==> src/hdl/sht1x_sensor_bus_master_macros.svh <==
// assertion macros for the sensor bus master
`ifndef SHT1X_SENSOR_BUS_MASTER_MACROS_SVH
`define SHT1X_SENSOR_BUS_MASTER_MACROS_SVH

`ifndef SYNTHESIS

// same-cycle implication, checked out of reset
`define SHT1X_ASSERT_NOW(label, ante, cons) \
    label: assert property (@(posedge clk) disable iff (!rst_n) (ante) |-> (cons)) \
        else $error("sht1x assertion failed");

// next-cycle implication, checked out of reset
`define SHT1X_ASSERT_NEXT(label, ante, cons) \
    label: assert property (@(posedge clk) disable iff (!rst_n) (ante) |=> (cons)) \
        else $error("sht1x assertion failed");

`else

`define SHT1X_ASSERT_NOW(label, ante, cons)
`define SHT1X_ASSERT_NEXT(label, ante, cons)

`endif

`endif

==> src/hdl/sht1x_pkg.sv <==
// types, codes and constants shared by the sensor bus master
`timescale 1ns / 1ps

package sht1x_pkg;

    localparam int WAIT_TIMER_BITS = 24;
    localparam int HALF_BITS       = 16;
    localparam int WAIT_CFG_BITS   = 24;
    localparam int CFG_DATA_BITS   = 24;

    localparam logic [HALF_BITS-1:0]     HALF_RESET = 16'd2;
    localparam logic [WAIT_CFG_BITS-1:0] WAIT_RESET = 24'd320000;

    // register indexes
    localparam logic REG_HALF_PERIOD  = 1'b0;
    localparam logic REG_MEASURE_WAIT = 1'b1;

    // operation codes
    localparam logic [2:0] OP_CONN_RESET = 3'd0;
    localparam logic [2:0] OP_TEMP       = 3'd1;
    localparam logic [2:0] OP_HUMID      = 3'd2;
    localparam logic [2:0] OP_STAT_RD    = 3'd3;
    localparam logic [2:0] OP_STAT_WR    = 3'd4;
    localparam logic [2:0] OP_SOFT_RST   = 3'd5;

    // sensor command bytes
    localparam logic [7:0] CMD_NONE    = 8'h00;
    localparam logic [7:0] CMD_TEMP    = 8'h03;
    localparam logic [7:0] CMD_HUMID   = 8'h05;
    localparam logic [7:0] CMD_STAT_RD = 8'h07;
    localparam logic [7:0] CMD_STAT_WR = 8'h06;
    localparam logic [7:0] CMD_SOFT    = 8'h1E;

    localparam logic [3:0] CLOCKS_CONN_RESET = 4'd9;
    localparam logic [3:0] BITS_PER_BYTE     = 4'd8;
    localparam logic [1:0] ERR_MAX           = 2'd3;

    typedef enum logic [18:0] {
        PH_IDLE   = 19'h00001,
        PH_CLK_HI = 19'h00002,
        PH_CLK_LO = 19'h00004,
        PH_ST0    = 19'h00008,
        PH_ST1    = 19'h00010,
        PH_ST2    = 19'h00020,
        PH_ST3    = 19'h00040,
        PH_ST4    = 19'h00080,
        PH_ST5    = 19'h00100,
        PH_WB_LO  = 19'h00200,
        PH_WB_HI  = 19'h00400,
        PH_WA_LO  = 19'h00800,
        PH_WA_HI  = 19'h01000,
        PH_WAIT   = 19'h02000,
        PH_RB_LO  = 19'h04000,
        PH_RB_HI  = 19'h08000,
        PH_RA_LO  = 19'h10000,
        PH_RA_HI  = 19'h20000,
        PH_RA_END = 19'h40000
    } phase_t;

    typedef struct packed {
        logic        sck_level;
        logic        data_release;
        logic        busy_res;
        logic        done_res;
        logic [15:0] read_value;
        logic [7:0]  checksum_byte;
        logic [1:0]  error_count;
    } res_t;

    function automatic logic [7:0] cmd_code(input logic [2:0] op);
        logic [7:0] code;
        unique case (op)
            OP_TEMP:     code = CMD_TEMP;
            OP_HUMID:    code = CMD_HUMID;
            OP_STAT_RD:  code = CMD_STAT_RD;
            OP_STAT_WR:  code = CMD_STAT_WR;
            OP_SOFT_RST: code = CMD_SOFT;
            default:     code = CMD_NONE;
        endcase
        return code;
    endfunction

endpackage

==> src/hdl/sht1x_seq.sv <==
// pin-level sequencer: one tick of the bus per request
`timescale 1ns / 1ps

module sht1x_seq (
    input  logic                                  clk,
    input  logic                                  rst_n,
    input  logic                                  accept,
    input  logic                                  func,
    input  logic [2:0]                            op,
    input  logic [7:0]                            write_value,
    input  logic                                  data_level,
    input  logic [sht1x_pkg::HALF_BITS-1:0]       half_period,
    input  logic [sht1x_pkg::WAIT_CFG_BITS-1:0]   measure_wait,
    output sht1x_pkg::res_t                       res
);
    import sht1x_pkg::*;

    phase_t                     phase_reg, phase_next;
    logic [2:0]                 aop_reg, aop_next;
    logic [WAIT_TIMER_BITS-1:0] dcnt_reg, dcnt_next;
    logic [3:0]                 bcnt_reg, bcnt_next;
    logic [1:0]                 bidx_reg, bidx_next;
    logic [7:0]                 shift_reg, shift_next;
    logic [15:0]                value_reg, value_next;
    logic [7:0]                 csum_reg, csum_next;
    logic [1:0]                 err_reg, err_next;

    logic                       sck;
    logic                       rel;
    logic                       busy;
    logic                       done;
    logic [WAIT_TIMER_BITS-1:0] seg_len;
    logic [WAIT_TIMER_BITS:0]   cnt;
    logic [7:0]                 rd_byte;
    logic [3:0]                 bcnt_inc;

    function automatic logic last_read(input logic [2:0] aop, input logic [1:0] bidx);
        logic r;
        if (aop == OP_STAT_RD)
            r = (bidx >= 2'd1);
        else
            r = (bidx >= 2'd2);
        return r;
    endfunction

    function automatic logic [1:0] err_add(input logic [1:0] e);
        logic [1:0] r;
        r = (e == ERR_MAX) ? ERR_MAX : e + 2'd1;
        return r;
    endfunction

    always_comb
    begin
        phase_next = phase_reg;
        aop_next   = aop_reg;
        dcnt_next  = dcnt_reg;
        bcnt_next  = bcnt_reg;
        bidx_next  = bidx_reg;
        shift_next = shift_reg;
        value_next = value_reg;
        csum_next  = csum_reg;
        err_next   = err_reg;
        sck        = 1'b0;
        rel        = 1'b1;
        busy       = 1'b0;
        done       = 1'b0;
        seg_len    = '0;
        cnt        = '0;
        rd_byte    = '0;
        bcnt_inc   = '0;

        if (accept)
        begin
            // command start while idle
            if (phase_reg == PH_IDLE && func && op <= OP_SOFT_RST)
            begin
                aop_next  = op;
                err_next  = '0;
                dcnt_next = '0;
                bcnt_next = '0;
                bidx_next = '0;
                if (op == OP_TEMP || op == OP_HUMID || op == OP_STAT_RD)
                    value_next = '0;
                if (op == OP_STAT_WR)
                    value_next = {8'd0, write_value};
                if (op == OP_CONN_RESET || op == OP_SOFT_RST)
                    phase_next = PH_CLK_HI;
                else
                    phase_next = PH_ST0;
            end

            if (phase_next != PH_IDLE)
            begin
                busy = 1'b1;
                unique case (phase_next)
                    PH_CLK_HI: begin sck = 1'b1; rel = 1'b1; end
                    PH_ST1:    begin sck = 1'b1; rel = 1'b1; end
                    PH_ST2:    begin sck = 1'b1; rel = 1'b0; end
                    PH_ST3:    begin sck = 1'b0; rel = 1'b0; end
                    PH_ST4:    begin sck = 1'b1; rel = 1'b0; end
                    PH_ST5:    begin sck = 1'b1; rel = 1'b1; end
                    PH_WB_LO:  begin sck = 1'b0; rel = shift_next[7]; end
                    PH_WB_HI:  begin sck = 1'b1; rel = shift_next[7]; end
                    PH_WA_HI:  begin sck = 1'b1; rel = 1'b1; end
                    PH_RB_HI:  begin sck = 1'b1; rel = 1'b1; end
                    PH_RA_LO:  begin sck = 1'b0; rel = last_read(aop_next, bidx_next); end
                    PH_RA_HI:  begin sck = 1'b1; rel = last_read(aop_next, bidx_next); end
                    PH_RA_END: begin sck = 1'b0; rel = last_read(aop_next, bidx_next); end
                    default:   begin sck = 1'b0; rel = 1'b1; end
                endcase

                if (phase_next == PH_WAIT)
                    seg_len = WAIT_TIMER_BITS'(measure_wait);
                else
                    seg_len = WAIT_TIMER_BITS'(half_period);
                cnt      = {1'b0, dcnt_next} + (WAIT_TIMER_BITS + 1)'(1);
                bcnt_inc = bcnt_next + 4'd1;
                rd_byte  = {shift_next[6:0], data_level};

                if (cnt >= {1'b0, seg_len})
                begin
                    dcnt_next = '0;
                    // end of segment
                    unique case (phase_next)
                        PH_CLK_HI: phase_next = PH_CLK_LO;
                        PH_CLK_LO:
                        begin
                            if (bcnt_inc >= CLOCKS_CONN_RESET)
                            begin
                                bcnt_next  = '0;
                                phase_next = PH_ST0;
                            end
                            else
                            begin
                                bcnt_next  = bcnt_inc;
                                phase_next = PH_CLK_HI;
                            end
                        end
                        PH_ST0: phase_next = PH_ST1;
                        PH_ST1: phase_next = PH_ST2;
                        PH_ST2: phase_next = PH_ST3;
                        PH_ST3: phase_next = PH_ST4;
                        PH_ST4: phase_next = PH_ST5;
                        PH_ST5:
                        begin
                            if (aop_next == OP_CONN_RESET)
                            begin
                                phase_next = PH_IDLE;
                                done       = 1'b1;
                            end
                            else
                            begin
                                bidx_next  = '0;
                                shift_next = cmd_code(aop_next);
                                bcnt_next  = '0;
                                phase_next = PH_WB_LO;
                            end
                        end
                        PH_WB_LO: phase_next = PH_WB_HI;
                        PH_WB_HI:
                        begin
                            shift_next = {shift_next[6:0], 1'b0};
                            bcnt_next  = bcnt_inc;
                            phase_next = (bcnt_inc >= BITS_PER_BYTE) ? PH_WA_LO : PH_WB_LO;
                        end
                        PH_WA_LO: phase_next = PH_WA_HI;
                        PH_WA_HI:
                        begin
                            if (data_level)
                                err_next = err_add(err_next);
                            if (aop_next == OP_STAT_WR && bidx_next == 2'd0)
                            begin
                                bidx_next  = 2'd1;
                                shift_next = value_next[7:0];
                                bcnt_next  = '0;
                                phase_next = PH_WB_LO;
                            end
                            else if (aop_next == OP_TEMP || aop_next == OP_HUMID)
                                phase_next = PH_WAIT;
                            else if (aop_next == OP_STAT_RD)
                            begin
                                bidx_next  = '0;
                                shift_next = '0;
                                bcnt_next  = '0;
                                phase_next = PH_RB_LO;
                            end
                            else
                            begin
                                phase_next = PH_IDLE;
                                done       = 1'b1;
                            end
                        end
                        PH_WAIT:
                        begin
                            // line still high after the wait: conversion timeout
                            if (data_level)
                                err_next = err_add(err_next);
                            bidx_next  = '0;
                            shift_next = '0;
                            bcnt_next  = '0;
                            phase_next = PH_RB_LO;
                        end
                        PH_RB_LO: phase_next = PH_RB_HI;
                        PH_RB_HI:
                        begin
                            shift_next = rd_byte;
                            bcnt_next  = bcnt_inc;
                            if (bcnt_inc >= BITS_PER_BYTE)
                            begin
                                if (last_read(aop_next, bidx_next))
                                    csum_next = rd_byte;
                                else
                                    value_next = {value_next[7:0], rd_byte};
                                phase_next = PH_RA_LO;
                            end
                            else
                                phase_next = PH_RB_LO;
                        end
                        PH_RA_LO: phase_next = PH_RA_HI;
                        PH_RA_HI: phase_next = PH_RA_END;
                        PH_RA_END:
                        begin
                            if (last_read(aop_next, bidx_next))
                            begin
                                phase_next = PH_IDLE;
                                done       = 1'b1;
                            end
                            else
                            begin
                                bidx_next  = bidx_next + 2'd1;
                                shift_next = '0;
                                bcnt_next  = '0;
                                phase_next = PH_RB_LO;
                            end
                        end
                        default: phase_next = PH_IDLE;
                    endcase
                end
                else
                    dcnt_next = cnt[WAIT_TIMER_BITS-1:0];
            end
        end
    end

    always_ff @(posedge clk or negedge rst_n)
    begin
        if (!rst_n)
        begin
            phase_reg <= PH_IDLE;
            aop_reg   <= '0;
            dcnt_reg  <= '0;
            bcnt_reg  <= '0;
            bidx_reg  <= '0;
            shift_reg <= '0;
            value_reg <= '0;
            csum_reg  <= '0;
            err_reg   <= '0;
        end
        else
        begin
            phase_reg <= phase_next;
            aop_reg   <= aop_next;
            dcnt_reg  <= dcnt_next;
            bcnt_reg  <= bcnt_next;
            bidx_reg  <= bidx_next;
            shift_reg <= shift_next;
            value_reg <= value_next;
            csum_reg  <= csum_next;
            err_reg   <= err_next;
        end
    end

    always_comb
    begin
        res.sck_level     = sck;
        res.data_release  = rel;
        res.busy_res      = busy;
        res.done_res      = done;
        res.read_value    = value_next;
        res.checksum_byte = csum_next;
        res.error_count   = err_next;
    end

endmodule

==> src/hdl/sht1x_sensor_bus_master.sv <==
// top level of the two-wire sensor bus master: config, sequencer, output buffer
//
// channel   direction  handshake            payload
// in        request    in_valid / in_ready  func, op, write_value, data_level
// out       result     out_valid/out_ready  sck_level .. error_count
// cfg       write      cfg_we               cfg_index, cfg_data
//
// one request per clock while in_ready is high; its result is registered in the output register or the skid entry
// the sequencer state advances in the same cycle the request is taken
// a skid entry takes one request during an output stall; in_ready is low while it is full
// reset is asynchronous, active low; phase returns to idle, registers to defaults
`timescale 1ns / 1ps
`include "sht1x_sensor_bus_master_macros.svh"

module sht1x_sensor_bus_master (
    input  logic                                 clk,
    input  logic                                 rst_n,
    input  logic                                 in_valid,
    output logic                                 in_ready,
    input  logic                                 func,
    input  logic [2:0]                           op,
    input  logic [7:0]                           write_value,
    input  logic                                 data_level,
    output logic                                 out_valid,
    input  logic                                 out_ready,
    output logic                                 sck_level,
    output logic                                 data_release,
    output logic                                 busy_res,
    output logic                                 done_res,
    output logic [15:0]                          read_value,
    output logic [7:0]                           checksum_byte,
    output logic [1:0]                           error_count,
    input  logic                                 cfg_we,
    input  logic                                 cfg_index,
    input  logic [sht1x_pkg::CFG_DATA_BITS-1:0]  cfg_data
);
    import sht1x_pkg::*;

    logic [HALF_BITS-1:0]     half_reg;
    logic [WAIT_CFG_BITS-1:0] wait_reg;
    logic                     accept;
    res_t                     step_res;
    res_t                     out_data_reg;
    res_t                     skid_data_reg;
    logic                     out_valid_reg;
    logic                     skid_valid_reg;

    assign in_ready = !skid_valid_reg;
    assign accept   = in_valid && in_ready;

    always_ff @(posedge clk or negedge rst_n)
    begin
        if (!rst_n)
        begin
            half_reg <= HALF_RESET;
            wait_reg <= WAIT_RESET;
        end
        else if (cfg_we)
        begin
            unique case (cfg_index)
                REG_HALF_PERIOD:  half_reg <= cfg_data[HALF_BITS-1:0];
                REG_MEASURE_WAIT: wait_reg <= cfg_data[WAIT_CFG_BITS-1:0];
                default:          half_reg <= half_reg;
            endcase
        end
    end

    sht1x_seq u_seq (
        .clk          (clk),
        .rst_n        (rst_n),
        .accept       (accept),
        .func         (func),
        .op           (op),
        .write_value  (write_value),
        .data_level   (data_level),
        .half_period  (half_reg),
        .measure_wait (wait_reg),
        .res          (step_res)
    );

    // output register plus skid entry
    always_ff @(posedge clk or negedge rst_n)
    begin
        if (!rst_n)
        begin
            out_valid_reg  <= 1'b0;
            skid_valid_reg <= 1'b0;
        end
        else if (!out_valid_reg || out_ready)
        begin
            if (skid_valid_reg)
            begin
                out_valid_reg  <= 1'b1;
                skid_valid_reg <= 1'b0;
            end
            else
                out_valid_reg <= accept;
        end
        else if (accept)
            skid_valid_reg <= 1'b1;
    end

    always_ff @(posedge clk)
    begin
        if (!out_valid_reg || out_ready)
        begin
            if (skid_valid_reg)
                out_data_reg <= skid_data_reg;
            else if (accept)
                out_data_reg <= step_res;
        end
        else if (accept)
            skid_data_reg <= step_res;
    end

    assign out_valid     = out_valid_reg;
    assign sck_level     = out_data_reg.sck_level;
    assign data_release  = out_data_reg.data_release;
    assign busy_res      = out_data_reg.busy_res;
    assign done_res      = out_data_reg.done_res;
    assign read_value    = out_data_reg.read_value;
    assign checksum_byte = out_data_reg.checksum_byte;
    assign error_count   = out_data_reg.error_count;

    `SHT1X_ASSERT_NOW(a_skid_behind_out, skid_valid_reg, out_valid_reg)
    `SHT1X_ASSERT_NEXT(a_stall_fills_skid, accept && out_valid_reg && !out_ready, skid_valid_reg)
    `SHT1X_ASSERT_NOW(a_done_while_busy, out_valid_reg && done_res, busy_res)

endmodule

==> config.mk <==
export PLATFORM = sky130hd
export DESIGN_NAME = sht1x_sensor_bus_master
export DESIGN_NICKNAME = d
export VERILOG_FILES = /design/src/hdl/sht1x_pkg.sv /design/src/hdl/sht1x_seq.sv /design/src/hdl/sht1x_sensor_bus_master.sv
export VERILOG_INCLUDE_DIRS = /design/src /design/src/hdl
export SDC_FILE = /design/constraint.sdc
export NUM_CORES = 1
export LEC_CHECK = 0
export BUFFER_PORTS_ARGS = -buffer_cell sky130_fd_sc_hd__buf_2
export CAP_MARGIN = 20
export CORE_ASPECT_RATIO = 1.4
export CORE_MARGIN = 2
export CORE_UTILIZATION = 60
export DETAILED_ROUTE_END_ITERATION = 7
export GPL_TIMING_DRIVEN = 0
export PLACE_DENSITY = 0.81
export REMOVE_ABC_BUFFERS = 1
export SYNTH_ARGS = -nofsm -noshare
export SYNTH_HDL_FRONTEND = slang
export SYNTH_HIERARCHICAL = 1
export SYNTH_SLANG_ARGS = --single-unit
==> constraint.sdc <==
create_clock -name clk -period 6.5 [get_ports clk]
set_input_delay 0.325 -clock clk [delete_from_list [all_inputs] [get_ports clk]]
set_output_delay 0.325 -clock clk [all_outputs]
set_load 0.005 [all_outputs]
==> summary.json, run 1 <==
{
  "relSlewSlack_pct": 28.88,
  "synth-seq-cells": 188,
  "pre_cts_slack_ns": -1.962,
  "outcome": "finished, final reports clean",
  "syn_avg_cell_area_um2": 11.09,
  "cts_tree": "built",
  "max-vdd-ir-drop_uv": 196.3,
  "cp_max_stage_delay_ns": 0.67,
  "gp_congestion": 0.9670,
  "synthDistinctLibCells": 74,
  "clk_path_buf_depth": 2,
  "antenna_cells_inserted": 0,
  "cts-htree-levels": 4,
  "worst_skew_pair.late_latency_ns": 0.44,
  "grt_util_all_layers_pct": 26.40,
  "crit_path_start_kind": "register",
  "stdcell_count": 1197,
  "top_area_cells_in_the_synthesized_netlist": "dfrtp_1, edfxtp_1, mux2_2",
  "finalCriticalPeriod_ns": 6.194,
  "globalRoute.busiestLayer": "met2",
  "max_cap_viol_count": 0,
  "clock_transition_time_at_the_flip_flop_clock_pins_of_the_worst_setup_and_hold_paths_ns": 0.08,
  "number_of_drc_violations_after_detailed_routing": 0,
  "critical-path-slowest-cell": "nor4_1",
  "crit_arrival_ns": 6.39,
  "largest_register_ff_count": 30,
  "use_met1_pct": 30.27,
  "postSynth.asyncResetShare_pct": 68.09,
  "layout.cells.most_common_list": "dfrtp_1, nand2_1, buf_2",
  "drive_gt1_share_pct": 26.36,
  "routedWlPerCell_um": 19.51,
  "grt_start_max_net_pins": 94,
  "dieHeight_um": 158.1,
  "initial_core_util_pct": 61.07,
  "grt_setup_unrepaired": "false",
  "synth.yosys.seq_area_share_pct": 49.23,
  "number_of_sinks_driven_by_the_clock_tree": 188,
  "use_met3_pct": 3.790,
  "core.rowCount": 56,
  "drtIter0Drc": 560,
  "globalRouteOverflowTotal": 0,
  "detailedPlacementHpwl_mm": 16.37,
  "numPlacedInstances": 1154,
  "fin_crit_sh_pct": 95.29,
  "max_freq_mhz": 161.5,
  "setup_violations": 0,
  "p_per_area_nw_per_um2": 261.8,
  "ys.flop_type": "dfrtp_1",
  "netlist.area_leader.share_pct": 29.73,
  "vias_per_cell": 6.378,
  "antenna_found_initial": 0,
  "syn-instance-count": 918,
  "final.setup.worst_slack_ns": 0.3064,
  "hold_viol_final": 0,
  "ioPinCount": 75,
  "cp.required_ns": 6.70,
  "finalMaxSlewViolations": 0,
  "hold_path_class": "in -> reg",
  "synth.cell_area_um2": 10180,
  "drt_pass1_iterations": 5,
  "synthToLayoutAreaGrowth_pct": 12.47,
  "cp_cell_sequence": "nor4_1, nand4_2, nor3_4, buf_6, buf_6, nor2_1, and4_1, nand3_1, xor2_1, nor2_1, ha_1, nand4_1, nor4_4, o21ai_0, a21oi_2, or3_4, nand2_4, or3_4, mux2_4, mux2_2",
  "floorplan.die_area_um2": 18050,
  "globalRouteMet2Util_pct": 46.26,
  "grt_pass1_vias": 7476,
  "die_width_um": 114.1,
  "synth_largest_area_cell": "dfrtp_1",
  "synth-edff-count": 60,
  "critical_path.endpoint_type": "register",
  "antenna_violating_nets_post_route": 0,
  "synth-warning-count": 6,
  "coreArea_um2": 16680,
  "critical_path_class": "reg -> reg",
  "routed-via-count": 7635,
  "grt_first_pass_wirelength_mm": 37.06,
  "nNetsFinal": 1053,
  "mostFrequentLayoutCell": "dfrtp_1",
  "totalWireLength_mm": 23.35,
  "clock_buffers_created_by_tritoncts": 17,
  "clock-skew-final_ns": 0.01158,
  "clock-root-buffer": "clkbuf_16",
  "worst-slew-pin-transition_ns": 1.064,
  "io_buffers": 74,
  "p_leak_nw": 4.811,
  "max_fo_critical_path": 23
}
cell usage after synthesis (5+ instances only):
library cell and count:
a211oi_1 5, a21oi_1 21, a22o_1 10, a22oi_1 6, and2_1 5, and3_1 11, and4_1 5, buf_2 8
buf_6 8, clkbuf_1 30, dfrtp_1 121, dfstp_2 7, edfxtp_1 60, ha_1 29, inv_1 21, mux2_2 70
mux2_4 26, mux2i_1 20, nand2_1 109, nand2b_1 9, nand3_1 30, nand3b_1 7, nand4_1 14, nor2_1 48
nor2b_1 5, nor3_1 19, nor3b_1 6, nor4_1 12, o211ai_1 5, o21ai_0 49, o221ai_1 8, o22ai_1 6
o31ai_1 11, o41ai_1 8, or3_1 10, xnor2_1 18, xor2_1 9
area by class of cell:
class                           instances  area (um^2)
Fill cell                            1248         5223
Sequential cell                       188         5014
Multi-Input combinational cell        657         4897
Timing Repair Buffer                   94        613.1
Clock buffer                           18        429.2
Tap cell                              203        254.0
Clock inverter                         14        160.2
Inverter                               23        86.33
power breakdown:
| group | internal [W] | total, W | switching [W] |
|---|---|---|---|
| clock | 0.000515 | 0.00102 | 0.000505 |
| combinational | 0.000237 | 0.000537 | 0.000301 |
| sequential | 0.00136 | 0.00144 | 0.0000865 |
cells by family (layout without fill, tap and decap cells):
group	count (synthesis)	after routing	synth area share (%)
AOI/OAI and AO/OA	168	168	11.38
adders and majority gates	29	29	3.563
and+or+nand+nor	315	317	16.21
buffers and inverters	75	149	3.760
muxes	116	116	13.54
xor gates and xnor gates	27	27	2.322
DFF	188	188	49.23
through the flow:
step	utilization (%)	hold slack (ns)	setup TNS (ns)	power (W)	instance area, um^2
after floorplan	-	0.02941	-9.632	0.001796	9887
after global placement	63.03	0.4814	-334.06	0.001950	10510
after detailed placement	64.22	0.2374	-117.16	0.001985	10710
after CTS	68.31	0.1061	0	0.003001	11390
after global routing	68.68	0.1125	0	0.003133	11450
final	68.68	0.1178	0	0.002999	11450
repair_timing:
action / in CTS / in global routing
setup buffers: 6 / 2
hold endpoints to repair: 31 / 0
endpoints found under the setup margin: 137 / 48
pin swaps: 2 / 1
gates cloned: 0 / 2
resized for setup: 8 / 5
hold buffers: 1 / 0
worst paths after layout:
| path | from | endpoint | slack (ns) | cells past startpoint |
|---|---|---|---|---|
| worst max-delay path | u_seq/phase_reg[9] | checksum_byte[7] | 0.31 | 20 |
| worst min-delay path | cfg_data[18] | wait_reg[18] | 0.12 | 2 |
| worst max register to register | u_seq/phase_reg[9] | checksum_byte[7] | 0.31 | 20 |
| worst min register to register | half_reg[6] | half_reg[6] | 0.51 | 1 |
| max in group asynchronous | rst_n | u_seq/csum_reg[7] | 5.39 | 3 |
| min in group asynchronous | rst_n | half_reg[15] | 0.34 | 2 |
worst max-delay path: cells and delay by family, from the launching register on:
family	cells	cell delay, ns
flip-flops	1	0.46
buffers and inverters	2	0.38
adder cells (fa/ha/maj)	1	0.32
AND/OR/NAND/NOR	12	3.57
multiplexers	2	0.61
XOR/XNOR	1	0.20
AO/OA/AOI/OAI	2	0.38
metal layers:
layer	share of wire (%)	vias to the layer above
met5	0	-
met4	4.8	0
met3	4.1	71
met2	52	266
met1	39	3741
li1	-	3557
Power figures use the tool's default switching activity.
==> run 2: changes to the inputs <==
- SYNTH_HIERARCHICAL: 1 -> unset
==> run 2 against run 1 <==
Against the previous run:
- non-clock buffer count decreased by 3
- die area rose by 1.6%
- area after synthesis increased by 1.6%
- global-route usage increased by 2.1 points
- sequential share of layout area down 0.51 points
- combinational power rose by 77%
- final cell count increased by 4.2%
- critical path depth shrank 1
- utilization rose by 0.22 points
- final area increased by 1.2%
- clock power is essentially flat
- flip-flop and latch count stayed put
- critical path type unchanged
- critical endpoint is now read_value[9]
==> summary.json, run 2 <==
{
  "clock_buffers_created_by_tritoncts": {"value": 17, "change": "unchanged"},
  "place_area": {"value": 10870, "unit": "um^2", "change": "was 10710 um^2"},
  "relSlewSlack": {"value": 30.96, "unit": "%", "change": "was 28.88%"},
  "setup_violations": {"value": 0, "change": "unchanged"},
  "grt_setup_unrepaired": {"value": "false", "change": "unchanged"},
  "clock_transition_time_at_the_flip_flop_clock_pins_of_the_worst_setup_and_hold_paths": {"value": 0.08, "unit": "ns", "change": "about the same"},
  "stdcell_count": {"value": 1247, "change": "was 1197"},
  "synth-warning-count": {"value": 0, "change": "was 6"},
  "outcome": {"value": "finished, final reports clean", "change": "unchanged"},
  "finalHoldWorstSlack": {"value": 0.09352, "unit": "ns", "change": "was 0.1178 ns"},
  "antenna_found_initial": {"value": 0, "change": "unchanged"},
  "syn_avg_cell_area": {"value": 10.61, "unit": "um^2", "change": "was 11.09 um^2"},
  "cp_max_stage_delay": {"value": 0.66, "unit": "ns", "change": "was 0.67 ns"},
  "critical-path-slowest-cell": {"value": "o41ai_1", "change": "was nor4_1"},
  "drt_pass1_iterations": {"value": 5, "change": "unchanged"},
  "grt_util_all_layers": {"value": 28.50, "unit": "%", "change": "was 26.40%"},
  "synthDistinctLibCells": {"value": 81, "change": "was 74"},
  "floorplan.die_area": {"value": 18320, "unit": "um^2", "change": "was 18050 um^2"},
  "routedWlPerCell": {"value": 19.97, "unit": "um", "change": "was 19.51 um"},
  "mostFrequentLayoutCell": {"value": "dfrtp_1", "change": "unchanged"},
  "max-vdd-ir-drop": {"value": 194.2, "unit": "uV", "change": "was 196.3 uV"},
  "initial_core_util": {"value": 61.53, "unit": "%", "change": "was 61.07%"},
  "leading_cell_type_by_number_of_instances_after_synthesis": {"value": "dfrtp_1", "change": "unchanged"},
  "drive_gt1_share": {"value": 22.51, "unit": "%", "change": "was 26.36%"},
  "crit_arrival": {"value": 6.30, "unit": "ns", "change": "was 6.39 ns"},
  "largest_register_ff_count": {"value": 30, "change": "unchanged"},
  "totalWireLength": {"value": 24.90, "unit": "mm", "change": "was 23.35 mm"},
  "clock-skew-final": {"value": 0.01382, "unit": "ns", "change": "was 0.01158 ns"},
  "yosys-top-cells-count": {"value": "dfrtp_1, nand2_1, nor2_1", "change": "was dfrtp_1, nand2_1, mux2_2"},
  "clk_path_buf_depth": {"value": 2, "change": "unchanged"},
  "top_area_cells_in_the_synthesized_netlist": {"value": "dfrtp_1, edfxtp_1, mux2_2", "change": "unchanged"},
  "layout.cells.most_common_list": {"value": "dfrtp_1, nand2_1, nor2_1", "change": "was dfrtp_1, nand2_1, buf_2"},
  "die_width": {"value": 115.0, "unit": "um", "change": "was 114.1 um"},
  "drtIter0Drc": {"value": 606, "change": "was 560"},
  "synth-edff-count": {"value": 60, "change": "unchanged"},
  "hold_path_class": {"value": "in -> reg", "change": "unchanged"},
  "ys.flop_type": {"value": "dfrtp_1", "change": "unchanged"},
  "finalMaxSlewViolations": {"value": 0, "change": "unchanged"},
  "numPlacedInstances": {"value": 1204, "change": "was 1154"},
  "crit_path_start_kind": {"value": "register", "change": "unchanged"},
  "grt_start_max_net_pins": {"value": 86, "change": "was 94"},
  "antenna_cells_inserted": {"value": 0, "change": "unchanged"},
  "antenna_violating_nets_post_route": {"value": 0, "change": "unchanged"},
  "cp_cell_sequence": {"value": "or4_4, nor2_2, nand3_4, and2_1, ha_1, and4_1, nand4_1, nor2_1, nand3_1, xor2_1, ha_1, nand4_1, or4_1, o21ai_0, a41o_2, nor2_4, buf_6, o41ai_1, o22ai_1", "change": "was nor4_1, nand4_2, nor3_4, buf_6, buf_6, nor2_1, and4_1, nand3_1, xor2_1, nor2_1, ha_1, nand4_1, nor4_4, o21ai_0, a21oi_2, or3_4, nand2_4, or3_4, mux2_4, mux2_2"},
  "p_leak": {"value": 4.840, "unit": "nW", "change": "was 4.811 nW"},
  "cts_tree": {"value": "built", "change": "unchanged"},
  "gp_congestion": {"value": 0.9499, "change": "was 0.9670"},
  "ioPinCount": {"value": 75, "change": "unchanged"},
  "critical_path.endpoint_type": {"value": "register", "change": "unchanged"},
  "synthToLayoutAreaGrowth": {"value": 12.00, "unit": "%", "change": "was 12.47%"},
  "worst_skew_pair.late_latency": {"value": 0.46, "unit": "ns", "change": "was 0.44 ns"},
  "io_buffers": {"value": 74, "change": "unchanged"},
  "cp.required": {"value": 6.66, "unit": "ns", "change": "was 6.70 ns"},
  "netlist.area_leader.share": {"value": 29.27, "unit": "%", "change": "was 29.73%"},
  "synth.yosys.seq_area_share": {"value": 48.46, "unit": "%", "change": "was 49.23%"},
  "core.rowCount": {"value": 56, "change": "unchanged"},
  "detailedPlacementHpwl": {"value": 17.38, "unit": "mm", "change": "was 16.37 mm"},
  "dieHeight": {"value": 159.4, "unit": "um", "change": "was 158.1 um"},
  "finalCriticalPeriod": {"value": 6.136, "unit": "ns", "change": "was 6.194 ns"},
  "coreArea": {"value": 16820, "unit": "um^2", "change": "was 16680 um^2"},
  "clock-root-buffer": {"value": "clkbuf_16", "change": "unchanged"},
  "synth.cell_area": {"value": 10350, "unit": "um^2", "change": "was 10180 um^2"},
  "syn-instance-count": {"value": 975, "change": "was 918"},
  "max_cap_viol_count": {"value": 0, "change": "unchanged"},
  "cts-htree-levels": {"value": 4, "change": "unchanged"},
  "grt_pass1_vias": {"value": 8060, "change": "was 7476"},
  "number_of_sinks_driven_by_the_clock_tree": {"value": 188, "change": "unchanged"},
  "synth-seq-cells": {"value": 188, "change": "unchanged"},
  "routed-via-count": {"value": 8009, "change": "was 7635"},
  "max_freq": {"value": 163.0, "unit": "MHz", "change": "was 161.5 MHz"},
  "max_fo_critical_path": {"value": 27, "change": "was 23"},
  "hold_viol_final": {"value": 0, "change": "unchanged"},
  "finalInstanceArea": {"value": 11590, "unit": "um^2", "change": "was 11450 um^2"},
  "grt_first_pass_wirelength": {"value": 41.04, "unit": "mm", "change": "was 37.06 mm"},
  "postSynth.asyncResetShare": {"value": 68.09, "unit": "%", "change": "unchanged"},
  "p_per_area": {"value": 305.1, "unit": "nW/um^2", "change": "was 261.8 nW/um^2"},
  "nNetsFinal": {"value": 1103, "change": "was 1053"},
  "synth_largest_area_cell": {"value": "dfrtp_1", "change": "unchanged"},
  "worst-slew-pin-transition": {"value": 1.033, "unit": "ns", "change": "was 1.064 ns"},
  "critical_path_class": {"value": "reg -> reg", "change": "unchanged"},
  "timing.critical_path.max_delay_family": {"value": "simple AND/OR/NAND/NOR gates", "change": "unchanged"},
  "cp.buffers_inverters": {"value": 1, "change": "was 2"},
  "number_of_drc_violations_after_detailed_routing": {"value": 0, "change": "unchanged"},
  "fin_crit_sh": {"value": 94.39, "unit": "%", "change": "was 95.29%"},
  "vias_per_cell": {"value": 6.423, "change": "was 6.378"},
  "globalRouteOverflowTotal": {"value": 0, "change": "unchanged"}
}
==> run 2: logic make-up after synthesis <==
family	Yosys count	synth area share (%)
simple gates	326	16.77
compound gates	228	14.80
flops	188	48.46
mux	98	10.78
buf+inv	75	3.060
xor+xnor	31	2.624
fa+ha+maj	29	3.507
==> run 2: final cells by class <==
type,count,area (um^2)
Multi-Input combinational cell,713,5086
Inverter,20,75.07
Clock buffer,17,425.4
Clock inverter,15,155.1
Fill cell,1268,5229
Timing Repair Buffer,91,578.1
Tap cell,203,254.0
Sequential cell,188,5014
==> run 2: per-stage QoR <==
stage / setup TNS, ns / power, W / util (%) / worst slack, ns
2_1_floorplan: 0 / 0.002192 / - / 0.5091
3_3_place_gp: -95.91 / 0.002448 / 63.80 / -1.172
3_5_place_dp: -7.001 / 0.002496 / 64.64 / -0.4633
4_1_cts: 0 / 0.003526 / 68.54 / 0.02360
5_1_grt: 0 / 0.003721 / 68.91 / 0.02256
6_report: 0 / 0.003536 / 68.91 / 0.3645
==> run 2: path summary, 6_finish.rpt <==
path | start | endpoint | slack (ns) | depth (start not counted)
worst max-delay path | u_seq.phase_reg[12] | read_value[9] | 0.36 | 19
worst min-delay path | cfg_data[22] | wait_reg[22] | 0.09 | 2
worst max register to register | u_seq.phase_reg[12] | read_value[9] | 0.36 | 19
worst min register to register | u_seq.value_reg[8] | u_seq.value_reg[8] | 0.50 | 1
max in group asynchronous | rst_n | u_seq.csum_reg[7] | 5.40 | 3
min in group asynchronous | rst_n | wait_reg[2] | 0.35 | 2
==> run 2: power breakdown <==
group | internal (W) | switching (W) | leakage, nW
Clock | 0.000512 | 0.000508 | 0.286
Sequential | 0.00140 | 0.000164 | 2.20
Combinational | 0.000378 | 0.000572 | 2.36
Total | 0.00229 | 0.00124 | 4.84
==> run 2: metal layers <==
layer | GRT usage, % | routed length, um
met4 | 14.57 | 1147
met2 | 48.93 | 12960
met3 | 5.291 | 1416
met5 | 0 | 0
met1 | 33.65 | 9377
==> run 2: timing repair <==
| item | in CTS | in global routing |
|---|---|---|
| hold buffers | 1 | 0 |
| setup endpoints to repair | 54 | 121 |
| gates cloned | 1 | 0 |
| hold endpoints to repair | 37 | 0 |
| gates resized for setup | 4 | 5 |
| pin swaps | 2 | 4 |
| setup buffers | 3 | 5 |
